### src/hw/rtl/ac3_sync_header_parser_assert.svh
// assertion macros used by the sync header parser rtl
// they expect clk_i and rst_ni in the enclosing module
`ifndef AC3_SYNC_HEADER_PARSER_ASSERT_SVH
`define AC3_SYNC_HEADER_PARSER_ASSERT_SVH

// same-cycle implication
`define AC3_ASSERT_IMPLIES(label, ante, cons) \
  label: assert property (@(posedge clk_i) disable iff (!rst_ni) (ante) |-> (cons)) \
    else $error("sync header parser: check failed");

// next-cycle implication
`define AC3_ASSERT_NEXT(label, ante, cons) \
  label: assert property (@(posedge clk_i) disable iff (!rst_ni) (ante) |=> (cons)) \
    else $error("sync header parser: check failed");

`endif

### src/hw/rtl/ac3_shp_pkg.sv
`default_nettype none

package ac3_shp_pkg;

  localparam int unsigned SizeW = 16;

  localparam logic [15:0]      SyncWord     = 16'h0B77;
  localparam logic [SizeW-1:0] MinSize      = SizeW'(8);
  localparam logic [1:0]       FscodBad     = 2'd3;
  localparam logic [4:0]       BsidExpected = 5'h08;
  localparam logic [5:0]       FrmCodes     = 6'd38;

  // status codes
  localparam logic [2:0] StOk        = 3'd0;
  localparam logic [2:0] StNoSync    = 3'd1;
  localparam logic [2:0] StBadRate   = 3'd2;
  localparam logic [2:0] StBadBsid   = 3'd3;
  localparam logic [2:0] StTruncated = 3'd4;

  typedef struct packed {
    logic [15:0] sample_rate;
    logic [11:0] frame_size_bytes;
    logic [9:0]  bit_rate_kbps;
  } frame_info_t;

  typedef struct packed {
    logic [2:0]       status;
    frame_info_t      info;
    logic [2:0]       stream_mode;
    logic [SizeW-1:0] skipped_bytes;
  } result_t;

  // nominal bit rate per pair of frame size codes
  function automatic logic [9:0] rate_kbps(input logic [4:0] idx);
    logic [9:0] kb;
    case (idx)
      5'd0:    kb = 10'd32;
      5'd1:    kb = 10'd40;
      5'd2:    kb = 10'd48;
      5'd3:    kb = 10'd56;
      5'd4:    kb = 10'd64;
      5'd5:    kb = 10'd80;
      5'd6:    kb = 10'd96;
      5'd7:    kb = 10'd112;
      5'd8:    kb = 10'd128;
      5'd9:    kb = 10'd160;
      5'd10:   kb = 10'd192;
      5'd11:   kb = 10'd224;
      5'd12:   kb = 10'd256;
      5'd13:   kb = 10'd320;
      5'd14:   kb = 10'd384;
      5'd15:   kb = 10'd448;
      5'd16:   kb = 10'd512;
      5'd17:   kb = 10'd576;
      5'd18:   kb = 10'd640;
      default: kb = 10'd0;
    endcase
    return kb;
  endfunction

  // 44.1 kHz frame word count, floor(kbps * 320 / 147), before the odd-code pad
  function automatic logic [10:0] words_44k1(input logic [4:0] idx);
    logic [10:0] w;
    case (idx)
      5'd0:    w = 11'd69;
      5'd1:    w = 11'd87;
      5'd2:    w = 11'd104;
      5'd3:    w = 11'd121;
      5'd4:    w = 11'd139;
      5'd5:    w = 11'd174;
      5'd6:    w = 11'd208;
      5'd7:    w = 11'd243;
      5'd8:    w = 11'd278;
      5'd9:    w = 11'd348;
      5'd10:   w = 11'd417;
      5'd11:   w = 11'd487;
      5'd12:   w = 11'd557;
      5'd13:   w = 11'd696;
      5'd14:   w = 11'd835;
      5'd15:   w = 11'd975;
      5'd16:   w = 11'd1114;
      5'd17:   w = 11'd1253;
      5'd18:   w = 11'd1393;
      default: w = 11'd0;
    endcase
    return w;
  endfunction

endpackage

`default_nettype wire

### src/hw/rtl/ac3_shp_frame_lookup.sv
`default_nettype none

module ac3_shp_frame_lookup (
  input  logic [7:0]               code_byte_i,
  output ac3_shp_pkg::frame_info_t info_o
);

  logic [1:0]  fscod;
  logic [5:0]  frm;
  logic [11:0] kb12;
  logic [11:0] words;

  assign fscod = code_byte_i[7:6];
  assign frm   = code_byte_i[5:0];
  assign kb12  = 12'(ac3_shp_pkg::rate_kbps(frm[5:1]));

  always_comb begin
    case (fscod)
      2'd0:    words = kb12 << 1;
      2'd1:    words = 12'(ac3_shp_pkg::words_44k1(frm[5:1])) + 12'(frm[0]);
      default: words = (kb12 << 1) + kb12;
    endcase
  end

  always_comb begin
    case (fscod)
      2'd0:    info_o.sample_rate = 16'd48000;
      2'd1:    info_o.sample_rate = 16'd44100;
      2'd2:    info_o.sample_rate = 16'd32000;
      default: info_o.sample_rate = 16'd0;
    endcase
    if (frm >= ac3_shp_pkg::FrmCodes) begin
      info_o.frame_size_bytes = 12'd0;
      info_o.bit_rate_kbps    = 10'd0;
    end else begin
      info_o.frame_size_bytes = words << 1;
      info_o.bit_rate_kbps    = kb12[9:0];
    end
  end

endmodule

`default_nettype wire

### src/hw/rtl/ac3_shp_header_fsm.sv
`default_nettype none

module ac3_shp_header_fsm (
  input  logic                                 clk_i,
  input  logic                                 rst_ni,
  input  logic                                 step_i,
  input  logic [7:0]                           byte_i,
  input  logic                                 first_i,
  input  logic                                 last_i,
  input  logic [ac3_shp_pkg::SizeW-1:0]        size_i,
  input  ac3_shp_pkg::frame_info_t             info_i,
  output logic [7:0]                           code_byte_o,
  output logic                                 res_valid_o,
  output ac3_shp_pkg::result_t                 res_o
);

  typedef enum logic [2:0] {
    PhSearch,
    PhCrc1,
    PhCrc2,
    PhCode,
    PhBsi
  } phase_e;

  phase_e                          phase_q, phase_d;
  logic [15:0]                     window_q, window_d;
  logic [ac3_shp_pkg::SizeW-1:0]   skip_q, skip_d;
  logic [ac3_shp_pkg::SizeW-1:0]   limit_q, limit_d;
  logic                            full_q, full_d;
  logic [7:0]                      code_q, code_d;
  logic                            done_q, done_d;
  logic                            got;

  always_comb begin
    phase_d  = phase_q;
    window_d = window_q;
    skip_d   = skip_q;
    limit_d  = limit_q;
    full_d   = full_q;
    code_d   = code_q;
    done_d   = done_q;
    got      = 1'b0;
    res_o    = '0;
    if (step_i) begin
      if (first_i) begin
        limit_d  = (size_i >= ac3_shp_pkg::MinSize) ? size_i - ac3_shp_pkg::MinSize : '0;
        window_d = {8'h00, byte_i};
        skip_d   = '0;
        phase_d  = PhSearch;
        full_d   = 1'b0;
        code_d   = 8'h00;
        done_d   = 1'b0;
      end else if (!done_q) begin
        case (phase_q)
          PhSearch: begin
            window_d = {window_q[7:0], byte_i};
            if (!full_q) begin
              full_d = 1'b1;
            end else begin
              skip_d = skip_q + ac3_shp_pkg::SizeW'(1);
            end
            if (window_d == ac3_shp_pkg::SyncWord) begin
              phase_d = PhCrc1;
            end else if (skip_d >= limit_q) begin
              got          = 1'b1;
              res_o.status = ac3_shp_pkg::StNoSync;
            end
          end
          PhCrc1: phase_d = PhCrc2;
          PhCrc2: phase_d = PhCode;
          PhCode: begin
            if (byte_i[7:6] == ac3_shp_pkg::FscodBad) begin
              got          = 1'b1;
              res_o.status = ac3_shp_pkg::StBadRate;
            end else begin
              code_d  = byte_i;
              phase_d = PhBsi;
            end
          end
          default: begin
            got        = 1'b1;
            res_o.info = info_i;
            if (byte_i[7:3] != ac3_shp_pkg::BsidExpected) begin
              res_o.status = ac3_shp_pkg::StBadBsid;
            end else begin
              res_o.status      = ac3_shp_pkg::StOk;
              res_o.stream_mode = byte_i[2:0];
            end
          end
        endcase
      end
      // buffer ran out before a verdict
      if (!got && last_i && (first_i || !done_q)) begin
        got          = 1'b1;
        res_o.status = ac3_shp_pkg::StTruncated;
      end
      if (got) begin
        done_d = 1'b1;
      end
    end
    res_o.skipped_bytes = skip_d;
  end

  always_ff @(posedge clk_i or negedge rst_ni) begin
    if (!rst_ni) begin
      phase_q  <= PhSearch;
      window_q <= '0;
      skip_q   <= '0;
      limit_q  <= '0;
      full_q   <= 1'b0;
      code_q   <= 8'h00;
      done_q   <= 1'b1;
    end else begin
      phase_q  <= phase_d;
      window_q <= window_d;
      skip_q   <= skip_d;
      limit_q  <= limit_d;
      full_q   <= full_d;
      code_q   <= code_d;
      done_q   <= done_d;
    end
  end

  assign code_byte_o = code_q;
  assign res_valid_o = got;

endmodule

`default_nettype wire

### src/hw/rtl/ac3_sync_header_parser.sv
// a result word reaches out_valid_o through the input register and then the result register
// throughput: one byte word per cycle while the result side keeps up
// a result waiting in the result register holds the byte in the input register,
// so the input stalls from the second byte word on until the result is taken
// reset: asynchronous active low; control cleared, parser waits for a first-of-buffer byte
`default_nettype none

`include "ac3_sync_header_parser_assert.svh"

module ac3_sync_header_parser (
  input  logic                          clk_i,
  input  logic                          rst_ni,
  input  logic                          in_valid_i,
  output logic                          in_ready_o,
  input  logic [7:0]                    data_byte_i,
  input  logic                          first_of_buffer_i,
  input  logic                          last_of_buffer_i,
  input  logic [ac3_shp_pkg::SizeW-1:0] buffer_size_i,
  output logic                          out_valid_o,
  input  logic                          out_ready_i,
  output logic [2:0]                    status_o,
  output logic [15:0]                   sample_rate_o,
  output logic [11:0]                   frame_size_bytes_o,
  output logic [9:0]                    bit_rate_kbps_o,
  output logic [2:0]                    stream_mode_o,
  output logic [ac3_shp_pkg::SizeW-1:0] skipped_bytes_o
);

  // input register stage
  logic                          s1_valid_q, s1_valid_d;
  logic [7:0]                    s1_byte_q;
  logic                          s1_first_q;
  logic                          s1_last_q;
  logic [ac3_shp_pkg::SizeW-1:0] s1_size_q;

  // result register stage
  logic                 out_valid_q, out_valid_d;
  ac3_shp_pkg::result_t out_res_q;

  logic                     advance;
  logic                     step;
  logic [7:0]               code_byte;
  ac3_shp_pkg::frame_info_t info;
  logic                     res_valid;
  ac3_shp_pkg::result_t     res;

  // the held byte moves on whenever the result register is free or being emptied
  assign advance    = !out_valid_q || out_ready_i;
  assign step       = s1_valid_q && advance;
  assign in_ready_o = !s1_valid_q || advance;

  assign s1_valid_d  = in_ready_o ? in_valid_i : s1_valid_q;
  assign out_valid_d = advance ? res_valid : out_valid_q;

  always_ff @(posedge clk_i or negedge rst_ni) begin
    if (!rst_ni) begin
      s1_valid_q  <= 1'b0;
      out_valid_q <= 1'b0;
    end else begin
      s1_valid_q  <= s1_valid_d;
      out_valid_q <= out_valid_d;
    end
  end

  // payload registers, no reset needed
  always_ff @(posedge clk_i) begin
    if (in_valid_i && in_ready_o) begin
      s1_byte_q  <= data_byte_i;
      s1_first_q <= first_of_buffer_i;
      s1_last_q  <= last_of_buffer_i;
      s1_size_q  <= buffer_size_i;
    end
    if (res_valid) begin
      out_res_q <= res;
    end
  end

  // frame size, bit rate and sample rate from the stored code byte
  ac3_shp_frame_lookup u_lookup (
    .code_byte_i (code_byte),
    .info_o      (info)
  );

  // sync search and header field walk
  ac3_shp_header_fsm u_fsm (
    .clk_i       (clk_i),
    .rst_ni      (rst_ni),
    .step_i      (step),
    .byte_i      (s1_byte_q),
    .first_i     (s1_first_q),
    .last_i      (s1_last_q),
    .size_i      (s1_size_q),
    .info_i      (info),
    .code_byte_o (code_byte),
    .res_valid_o (res_valid),
    .res_o       (res)
  );

  assign out_valid_o        = out_valid_q;
  assign status_o           = out_res_q.status;
  assign sample_rate_o      = out_res_q.info.sample_rate;
  assign frame_size_bytes_o = out_res_q.info.frame_size_bytes;
  assign bit_rate_kbps_o    = out_res_q.info.bit_rate_kbps;
  assign stream_mode_o      = out_res_q.stream_mode;
  assign skipped_bytes_o    = out_res_q.skipped_bytes;

  // a verdict is only ever formed while the byte is allowed to move on
  `AC3_ASSERT_IMPLIES(a_res_needs_step, res_valid, step)
  // a verdict lands in the result register on the next edge
  `AC3_ASSERT_NEXT(a_res_registered, res_valid, out_valid_q)
  // an empty result register never holds back the input
  `AC3_ASSERT_IMPLIES(a_ready_when_free, !out_valid_q, in_ready_o)
  // only a clean header carries a stream mode
  `AC3_ASSERT_IMPLIES(a_mode_only_ok, out_valid_q && (out_res_q.status != ac3_shp_pkg::StOk),
                      out_res_q.stream_mode == 3'd0)
  // error verdicts without a decoded code byte carry no rate information
  `AC3_ASSERT_IMPLIES(a_no_rate_on_fail,
                      out_valid_q && (out_res_q.status != ac3_shp_pkg::StOk)
                      && (out_res_q.status != ac3_shp_pkg::StBadBsid),
                      out_res_q.info.sample_rate == 16'd0)

endmodule

`default_nettype wire
### config.mk
export PLATFORM = sky130hd
export DESIGN_NAME = ac3_sync_header_parser
export DESIGN_NICKNAME = d
export VERILOG_FILES = /design/src/hw/rtl/ac3_shp_pkg.sv /design/src/hw/rtl/ac3_shp_frame_lookup.sv /design/src/hw/rtl/ac3_shp_header_fsm.sv /design/src/hw/rtl/ac3_sync_header_parser.sv
export VERILOG_INCLUDE_DIRS = /design/src /design/src/hw/rtl
export SDC_FILE = /design/constraint.sdc
export NUM_CORES = 1
export LEC_CHECK = 0
export ABC_CLOCK_PERIOD_IN_PS = 9800
export BUFFER_PORTS_ARGS = -buffer_cell sky130_fd_sc_hd__buf_2
export CAP_MARGIN = 20
export CORE_MARGIN = 2
export CORE_UTILIZATION = 24
export CTS_CLUSTER_DIAMETER = 100
export DETAILED_ROUTE_END_ITERATION = 6
export GPL_ROUTABILITY_DRIVEN = 0
export MAX_ROUTING_LAYER = met4
export PLACE_DENSITY = 0.43
export SETUP_SLACK_MARGIN = 0.2
export SLEW_MARGIN = 0
export SYNTH_ARGS = -nofsm -noshare
export SYNTH_HDL_FRONTEND = slang
export SYNTH_HIERARCHICAL = 1
export SYNTH_SLANG_ARGS = --single-unit
### constraint.sdc
create_clock -name clk_i -period 9.8 [get_ports clk_i]
set_input_delay 1.47 -clock clk_i [delete_from_list [all_inputs] [get_ports clk_i]]
set_output_delay 1.47 -clock clk_i [all_outputs]
set_load 0.01 [all_outputs]
==> results.py, run 1 <==
metrics = {
    "sta": {
        "rsz0062_at_grt": "false",
        "min_period_ps": 4769,
        "max_freq_mhz": 209.7,
        "setup_violations": 0,
        "finalHoldViolCount": 0,
        "worstMarginPinSlew_ps": 1053,
        "finalMaxSlewViolations": 0,
        "fin_setup_tns_ps": 0,
        "fin_skew_ps": 12.89,
        "fin_crit_sh": 0.4866,
        "max-slew-margin-rel": 0.2953,
    },
    "clock_tree": {
        "hold_buffers": 0,
        "cts.sinks": 141,
        "cts_buffer_depth": 2,
        "cts_tree": "yes",
        "clk_pin_slew_ps": 60,
        "cts_setup_buffers": 0,
        "clk_latency_ps": 420,
        "htreeDepth": 4,
        "cts-buffers-inserted": 17,
        "post_cts_resized": 0,
        "cts-root-buf": "clkbuf_16",
    },
    "detailed_routing": {
        "totalWireLength_um": 18560,
        "viasPerCell": 4.465,
        "vias": 5269,
        "drc_errors": 0,
        "ant_nets": 0,
        "drt_iter0_drc": 303,
        "drt-wirelength-per-cell_um": 15.73,
        "drtPass1Iterations": 4,
    },
    "cells_and_area": {
        "n_antenna_cell": 0,
        "final_area_um2": 9070,
        "instances_no_fill": 1180,
        "seq_area_um2": 3960,
        "nNetsFinal": 832,
        "area_delta_synth_final_pct": 17.09,
        "fill_cells": 3269,
        "utilization": 0.2867,
        "multi_input_area_um2": 3388,
        "drive_above_1_share": 0.2249,
    },
    "grt": {
        "grt_use_met2": 0.1630,
        "grt.total_usage": 0.1157,
        "use_met1": 0.1674,
        "grt_max_degree": 56,
        "overflow": 0,
        "grt.met3_usage": 0.02120,
        "grt_pass1_wl_um": 29380,
        "grt_pass1_vias": 5150,
        "antenna_found_initial": 0,
        "top_usage_layer": "met1",
    },
    "placed_design": {
        "place_inst": 1148,
        "portBuffers": 91,
        "placed_area_um2": 8473,
        "dp_hpwl_um": 13420,
    },
    "floorplan": {
        "dieArea_um2": 33730,
        "rows": 65,
        "dieHeight_um": 183.7,
        "coreArea_um2": 31640,
        "start_util": 0.2448,
        "die_w_um": 183.7,
        "num_io_pins": 92,
    },
    "critical_path": {
        "critPathLaunchType": "flop",
        "cp_max_fo": 39,
        "ff2ff_setup_slack_ps": 5030,
        "rr_endpoint": "sample_rate_o[13]",
        "worst_path_most_repeated_cell": "nand3_1",
        "critPathMaxStageDelay_ps": 680,
        "worstReg2RegStart": "u_fsm/full_q",
        "cp.required_ps": 9860,
        "cp-end-kind": "flop",
        "critPathKind": "reg -> reg",
        "crit_path_top_delay_cell": "o21ai_4",
        "cp-endpoint": "sample_rate_o[13]",
        "path_cells": "and3_1 -> nand3_1 -> nor3_1 -> nand3_1 -> xnor2_1 -> ha_1 -> nand4_1 -> or3_1 -> a311oi_1 -> o31ai_1 -> and2_1 -> o21ai_4 -> buf_4",
        "reg2reg_depth": 13,
        "crit_path_start": "u_fsm/full_q",
        "crit_arrival_ps": 4830,
    },
    "synthesis": {
        "async_flop_share": 0.3901,
        "syn_area_per_cell_um2": 11.24,
        "synth_top_cell_area_share": 0.3334,
        "yosys.area.top_type": "edfxtp_1",
        "synth-xor-area-share": 0.03731,
        "synth_edf_count": 86,
        "synth_flop_cell": "edfxtp_1",
        "ys_seq_area_frac": 0.5112,
        "yosysWarningCount": 6,
        "synth_compound_gate_area_share": 0.1300,
        "synth_fa_ha_area_frac": 0.05976,
        "synthTopCellsByArea": "edfxtp_1 (33%), dfrtp_1 (17%), ha_1 (6.0%)",
        "syn_area_um2": 7746,
        "synth_top_family_by_area": "simple AND/OR/NAND/NOR gates",
        "synth_cells": 689,
        "ys_seq_elements": 141,
        "yosys.area_share.simple": 0.1736,
        "synth_cell_types": 91,
        "muxShareOfSynthArea": 0.03021,
    },
    "hold_path": {
        "hold_path_class": "reg -> reg",
    },
    "power_and_ir_drop": {
        "p_per_area_nw_per_um2": 177.9,
        "cellLeakagePower_nw": 3.803,
        "p_total_mw": 1.614,
        "irDropWorstVdd_mv": 0.09721,
    },
    "job": {
        "max_cap_viol_count": 0,
    },
    "run_status": {
        "status": "finished clean",
    },
}
-- through the flow --
stage	hold slack (ps)	setup slack (ps)
after detailed placement	473.2	4985
after global routing	510.8	4623
after global placement	464.5	5068
final	484.3	5032
after CTS	488.5	4970
after floorplan	449.8	2241
-- worst max-delay path: cells and delay by family, from the launching register on --
family	cells	cell delay, ps
AOI/OAI and AO/OA	3	1030
xor gates and xnor gates	1	180
adders and majority gates	1	320
buffers and inverters	1	560
DFF	1	500
and+or+nand+nor	7	1800
-- metal layers --
layer	part of all wire	wire length [µm]
met2	0.42	7814
met3	0.031	576
met5	0	0
met1	0.54	9982
met4	0.010	187
-- placed cells by master, fill, tap and decap left out, types with 7 or more instances in the layout --
cell       count
buf_2         91
edfxtp_1      86
dfrtp_1       54
nand2_1       51
and3_1        48
nor2_1        42
o21ai_0       39
ha_1          37
inv_1         30
xnor2_1       21
nor3_1        18
clkbuf_16     17
a21oi_1       16
xor2_1        12
a22o_1        12
nand3_1       11
nand2b_1      10
nand4_1        9
mux2_2         9
o31ai_1        9
conb_1         9
a31oi_1        8
mux2i_1        8
and2_1         7
-- state kept, by name, indices dropped and copies added, names as in the netlist, 8 cells and up --
name                cells
u_fsm/limit_q          16
u_fsm/code_byte_o       8
bit_rate_kbps_o        10
u_fsm/window_q          8
skipped_bytes_o        16
frame_size_bytes_o     12
u_fsm/skip_q           16
sample_rate_o          16
s1_size_q              16
s1_byte_q               8
-- worst min path at each step --
stage | startpoint | endpoint | slack (ps) | cells past startpoint
2_1_floorplan | u_fsm/limit_q[10] | u_fsm/limit_q[10] | 450 | 2
3_3_place_gp | u_fsm/limit_q[15] | u_fsm/limit_q[15] | 460 | 2
3_5_place_dp | u_fsm/limit_q[15] | u_fsm/limit_q[15] | 470 | 2
4_1_cts | u_fsm/limit_q[6] | u_fsm/limit_q[6] | 490 | 2
5_1_grt | u_fsm/limit_q[3] | u_fsm/limit_q[3] | 510 | 2
6_report | u_fsm/limit_q[3] | u_fsm/limit_q[3] | 480 | 2
-- cell families (layout without fill, tap and decap cells) --
family          count (synthesis)  count (layout)
other cells                     1               9
buf+inv                        80             161
xor+xnor                       33              33
flops                         141             141
simple gates                  238             238
mux                            20              20
fa+ha+maj                      37              37
compound gates                139             139
-- power breakdown --
part           leakage [nW]  total, mW  internal, mW  switching, mW
combinational          1.97      0.208        0.0805          0.128
sequential             1.54      0.743         0.702         0.0413
clock                 0.290      0.662         0.402          0.260
total                  3.80       1.61          1.18          0.429
-- cell usage after synthesis (7+ instances only) --
library cell / number
a21oi_1: 16
a22o_1: 12
a31oi_1: 8
and2_1: 7
and3_1: 48
buf_4: 17
buf_6: 7
clkbuf_1: 17
dfrtp_1: 54
edfxtp_1: 86
ha_1: 37
inv_1: 30
mux2_2: 9
mux2i_1: 8
nand2_1: 51
nand2b_1: 10
nand3_1: 11
nand4_1: 9
nor2_1: 42
nor3_1: 18
o21ai_0: 40
o31ai_1: 9
xnor2_1: 21
xor2_1: 12
-- area by class of cell --
| class | instances | share of cell area |
|---|---|---|
| Clock inverter | 13 | 0.01807 |
| Inverter | 33 | 0.01421 |
| Multi-Input combinational cell | 476 | 0.3736 |
| Clock buffer | 19 | 0.04773 |
| Timing Repair Buffer | 96 | 0.05435 |
| Sequential cell | 141 | 0.4366 |
| Tap cell | 402 | 0.05546 |
Note: power is estimated with default switching activity, not from simulation.
==> inputs of run 2 (changes only) <==
ABC_CLOCK_PERIOD_IN_PS = 4100   (was 9800)
PLACE_DENSITY = 0.44   (was 0.43)
clock period = 4.1 ns   (was 9.8 ns; I/O delays follow)
==> results.py, run 2 (same netlist as run 1, synthesis figures left out) <==
metrics = {
    "run_status": {
        "status": "finished clean",
    },
    "grt": {
        "grt_use_met2": 0.1608,
        "grt_pass1_vias": 5287,
        "antenna_found_initial": 0,
        "grt_pass1_wl_um": 30170,
        "grt_max_degree": 52,
        "top_usage_layer": "met1",
        "grt.met3_usage": 0.02456,
        "overflow": 0,
        "use_met1": 0.1773,
        "grt.total_usage": 0.1194,
    },
    "clock_tree": {
        "cts-buffers-inserted": 17,
        "cts-root-buf": "clkbuf_16",
        "clk_pin_slew_ps": 70,
        "cts.sinks": 141,
        "cts_buffer_depth": 2,
        "clk_latency_ps": 430,
        "cts_tree": "yes",
        "htreeDepth": 4,
    },
    "floorplan": {
        "num_io_pins": 92,
        "start_util": 0.2448,
        "coreArea_um2": 31640,
        "die_w_um": 183.7,
        "dieArea_um2": 33730,
        "rows": 65,
        "dieHeight_um": 183.7,
    },
    "sta": {
        "fin_setup_tns_ps": 0,
        "max-slew-margin-rel": 0.4502,
        "min_period_ps": 3624,
        "max_freq_mhz": 275.9,
        "worstMarginPinSlew_ps": 824.7,
        "rsz0062_at_grt": "false",
        "fin_skew_ps": 16.72,
        "finalHoldViolCount": 0,
        "fin_crit_sh": 0.8840,
        "finalMaxSlewViolations": 0,
        "setup_violations": 0,
    },
    "critical_path": {
        "critPathKind": "reg -> reg",
        "critPathTopFamily": "simple AND/OR/NAND/NOR gates",
        "critPathBufInv": 2,
        "critPathLaunchType": "flop",
        "crit_arrival_ps": 3760,
        "worst_path_most_repeated_cell": "nand4_1",
        "cp.required_ps": 4230,
        "critPathMaxStageDelay_ps": 450,
        "cp-end-kind": "flop",
        "path_cells": "nand4_1 -> nor3_2 -> nand3_1 -> xnor2_1 -> ha_1 -> nand4_1 -> or3_1 -> a311oi_1 -> o31ai_1 -> and2_1 -> o21ai_4 -> buf_12 -> clkbuf_16",
        "crit_path_top_delay_cell": "dfrtp_1",
        "cp_max_fo": 13,
    },
    "detailed_routing": {
        "drt_iter0_drc": 295,
        "drc_errors": 0,
        "vias": 5440,
        "drt-wirelength-per-cell_um": 16.35,
        "totalWireLength_um": 19590,
        "ant_nets": 0,
        "drtPass1Iterations": 4,
        "viasPerCell": 4.541,
    },
    "cells_and_area": {
        "drive_above_1_share": 0.2513,
        "layout_common_cells": "buf_2 (91), edfxtp_1 (86), dfrtp_1 (53)",
        "nNetsFinal": 850,
        "n_antenna_cell": 0,
        "area_delta_synth_final_pct": 19.74,
        "final_common_cell": "buf_2",
    },
    "placed_design": {
        "dp_hpwl_um": 13550,
        "portBuffers": 91,
    },
    "power_and_ir_drop": {
        "cellLeakagePower_nw": 3.918,
        "p_int_mw": 2.754,
        "irDropWorstVdd_mv": 0.2982,
        "power_frac_comb": 0.144,
        "pwr-share-clk": 0.392,
        "power.share.sequential": 0.464,
        "swShare": 0.2794,
        "p_per_area_nw_per_um2": 412.1,
        "power.switching_mw": 1.068,
        "p_total_mw": 3.822,
    },
    "hold_path": {
        "hold_path_class": "in -> async",
    },
    "job": {
        "max_cap_viol_count": 0,
    },
}
run 2: repair_timing:
action	in CTS	in global routing
gates resized for setup	0	5
buffers inserted	0	4
hold buffers	0	0
setup endpoints to repair	0	61
run 2: layout make-up:
class,instances,area (µm²)
Fill cell,3287,22360
Sequential cell,141,3961
Multi-Input combinational cell,476,3430
Timing Repair Buffer,114,695.7
Tap cell,402,503.0
Clock buffer,19,442.9
Inverter,33,128.9
Clock inverter,13,113.9
run 2: layer usage:
metal,vias to the layer above,share of wire
met5,-,0
met4,0,0.010
met3,10,0.043
met2,139,0.42
met1,2593,0.53
li1,2698,-
run 2: final timing paths:
path / cells past startpoint / slack (ps) / end / start
max: 13 / 480 / status_o[0] / u_fsm/skip_q[6]
min: 1 / 290 / u_fsm/limit_q[8] / rst_ni
max reg2reg: 13 / 480 / status_o[0] / u_fsm/skip_q[6]
min reg2reg: 2 / 480 / u_fsm/limit_q[5] / u_fsm/limit_q[5]
max in group asynchronous: 2 / 3000 / u_fsm/code_byte_o[7] / rst_ni
min in group clk_i: 1 / 360 / s1_byte_q[7] / data_byte_i[7]
run 2: stage by stage:
| stage | instance area [µm²] | util | hold WS [ps] | setup WS, ps | instances |
|---|---|---|---|---|---|
| 6_report | 9275 | 0.2932 | 286.0 | 475.6 | 1198 |
| 5_1_grt | 9275 | 0.2932 | 334.2 | 206.2 | 1198 |
| 4_1_cts | 9149 | 0.2892 | 307.4 | 234.4 | 1191 |
| 3_5_place_dp | 8592 | 0.2716 | 476.2 | 253.5 | 1159 |
| 3_3_place_gp | 8592 | 0.2716 | 467.9 | 344.9 | 1159 |
| 2_1_floorplan | 7811 | - | 319.4 | 9.726 | 697 |
run 2: power groups by stage:
stage,logic (mW),registers (mW),clock network (mW)
3_3_place_gp,0.532,1.80,0
3_5_place_dp,0.529,1.81,0
2_1_floorplan,0.337,1.79,0
4_1_cts,0.532,1.78,1.54
6_report,0.549,1.78,1.50
5_1_grt,0.622,1.80,1.60
run 2: worst register-to-register path, cell delays in order (launching register included):
cell	delay (ps)
dfrtp_1	450
nand4_1	330
nor3_2	310
nand3_1	140
xnor2_1	160
ha_1	320
nand4_1	110
or3_1	360
a311oi_1	260
o31ai_1	150
and2_1	230
o21ai_4	180
buf_12	160
clkbuf_16	190
==> inputs of run 3 (changes only) <==
BUFFER_PORTS_ARGS = default   (was -buffer_cell sky130_fd_sc_hd__buf_2)
DONT_BUFFER_PORTS = 1   (was default)
PLACE_DENSITY = 0.41   (was 0.44)
RECOVER_POWER = 50   (was default)
SLEW_MARGIN = 20   (was 0)
==> results.py, run 3 (same netlist as run 1, synthesis figures left out) <==
metrics = {
    "detailed_routing": {
        "vias": 5083,
        "ant_nets": 0,
        "drc_errors": 0,
        "drt_iter0_drc": 396,
        "totalWireLength_um": 19520,
        "drt-wirelength-per-cell_um": 17.65,
        "drtPass1Iterations": 7,
        "viasPerCell": 4.596,
    },
    "placed_design": {
        "dp_hpwl_um": 13660,
        "portBuffers": 0,
        "detailedPlace.worstSlack_ps": 281.6,
    },
    "clock_tree": {
        "htreeDepth": 4,
        "cts_buffer_depth": 2,
        "cts-buffers-inserted": 17,
        "cts-root-buf": "clkbuf_16",
        "clk_latency_ps": 430,
        "cts.sinks": 141,
        "clk_pin_slew_ps": 70,
        "cts_tree": "yes",
    },
    "cells_and_area": {
        "utilization": 0.2782,
        "n_antenna_cell": 0,
        "layout_common_cells": "edfxtp_1 (86), dfrtp_1 (53), nand2_1 (51)",
        "drive_above_1_share": 0.1506,
        "area_delta_synth_final_pct": 13.63,
        "final_common_cell": "edfxtp_1",
        "multi_input_area_um2": 3415,
        "seq_area_um2": 3961,
        "fill_cells": 3246,
        "nNetsFinal": 758,
    },
    "power_and_ir_drop": {
        "power.switching_mw": 1.044,
        "cellLeakagePower_nw": 3.526,
        "power_frac_comb": 0.124,
        "p_per_area_nw_per_um2": 429.3,
        "p_int_mw": 2.735,
        "swShare": 0.2763,
        "p_total_mw": 3.779,
        "power.share.sequential": 0.479,
        "pwr-share-clk": 0.397,
        "irDropWorstVdd_mv": 0.2803,
    },
    "critical_path": {
        "ff2ff_setup_slack_ps": 440,
        "cp.required_ps": 4230,
        "cp-end-kind": "flop",
        "crit_arrival_ps": 3780,
        "critPathKind": "reg -> reg",
        "cp_max_fo": 13,
        "critPathLaunchType": "flop",
    },
    "floorplan": {
        "coreArea_um2": 31640,
        "rows": 65,
        "dieArea_um2": 33730,
        "dieHeight_um": 183.7,
        "start_util": 0.2448,
        "num_io_pins": 92,
        "die_w_um": 183.7,
    },
    "grt": {
        "grt.total_usage": 0.1196,
        "grt_pass1_vias": 4975,
        "overflow": 0,
        "grt_pass1_wl_um": 29820,
        "grt_max_degree": 55,
        "antenna_found_initial": 0,
    },
    "sta": {
        "max_freq_mhz": 273.5,
        "finalMaxSlewViolations": 82,
        "fin_setup_tns_ps": 0,
        "min_period_ps": 3657,
        "worstMarginPinSlew_ps": 3071,
        "fin_crit_sh": 0.8919,
        "worst_slack_ps": 443.3,
        "max-slew-margin-rel": -1.047,
        "setup_violations": 0,
        "finalHoldViolCount": 0,
        "fin_skew_ps": 10.82,
        "rsz0062_at_grt": "false",
    },
    "hold_path": {
        "hold_path_class": "in -> reg",
    },
    "run_status": {
        "violations": "capacitance limit, slew limit",
        "status": "complete, but fails checks",
    },
    "job": {
        "max_cap_viol_count": 2,
    },
}
-- run 3: cell types whose count changed in the layout (fill, tap and decap cells not counted), sizes merged --
cell | before | now
clkinvlp | 3 | 4
inv | 36 | 35
buf | 112 | 18
clkbuf | 21 | 22
dlygate4sd3 | 0 | 1
-- run 3: worst paths after layout --
path | from | to | cells past startpoint
max in group asynchronous | rst_ni | u_fsm/full_q | 1
worst max register to register | u_fsm/skip_q[0] | skipped_bytes_o[15] | 15
worst min-delay path | data_byte_i[2] | s1_byte_q[2] | 0
min in group asynchronous | rst_ni | u_fsm/done_q | 1
worst max-delay path | u_fsm/skip_q[0] | skipped_bytes_o[15] | 15
worst min register to register | u_fsm/limit_q[7] | u_fsm/limit_q[7] | 2
-- run 3: timing repair --
item | 4_1_cts | 5_1_grt
gates resized for setup | 0 | 4
hold buffers | 2 | 0
hold endpoints to repair | 54 | 0
buffers inserted | 0 | 5
endpoints found under the setup margin | 0 | 61
-- run 3: critical path, stage by stage (launching register included) --
cell	delay, ps
dfrtp_1	400
ha_2	210
nand4_1	80
buf_4	180
nor3_4	230
and3_4	240
xor2_1	70
ha_1	280
nand4_1	90
or3_1	350
a311oi_1	270
o31ai_1	160
and2_1	240
o21ai_4	190
buf_12	150
buf_6	200
-- run 3: layout make-up --
class / instances / area share
clock buffers: 19 / 0.05160
clock inverters: 13 / 0.01279
inverters: 33 / 0.01464
multi-input cells: 476 / 0.3879
flip-flops and latches: 141 / 0.4500
well taps: 402 / 0.05714
repair buffers: 22 / 0.02587
-- run 3: power groups by stage --
stage	Sequential [mW]	Clock, mW	Combinational, mW
after floorplan	1.79	0	0.337
after global placement	1.84	0	0.433
after detailed placement	1.84	0	0.427
after CTS	1.81	1.55	0.446
after global routing	1.83	1.61	0.528
final	1.81	1.50	0.468
-- run 3: per-layer routing --
metal,vias to the layer above,routed length [µm],track usage
met1,2443,10330,0.1755
met5,-,0,-
met3,8,851,0.02714
met2,121,8132,0.1620
li1,2511,-,-
met4,0,201,0.03456
-- run 3: through the flow --
stage                     area [µm²]  instances  hold slack (ps)
after floorplan                 7811        697            319.4
after global placement          8107       1064            323.3
after detailed placement        8107       1064            323.3
after CTS                       8711       1098            44.66
after global routing            8802       1106            250.4
final                           8802       1106            278.7
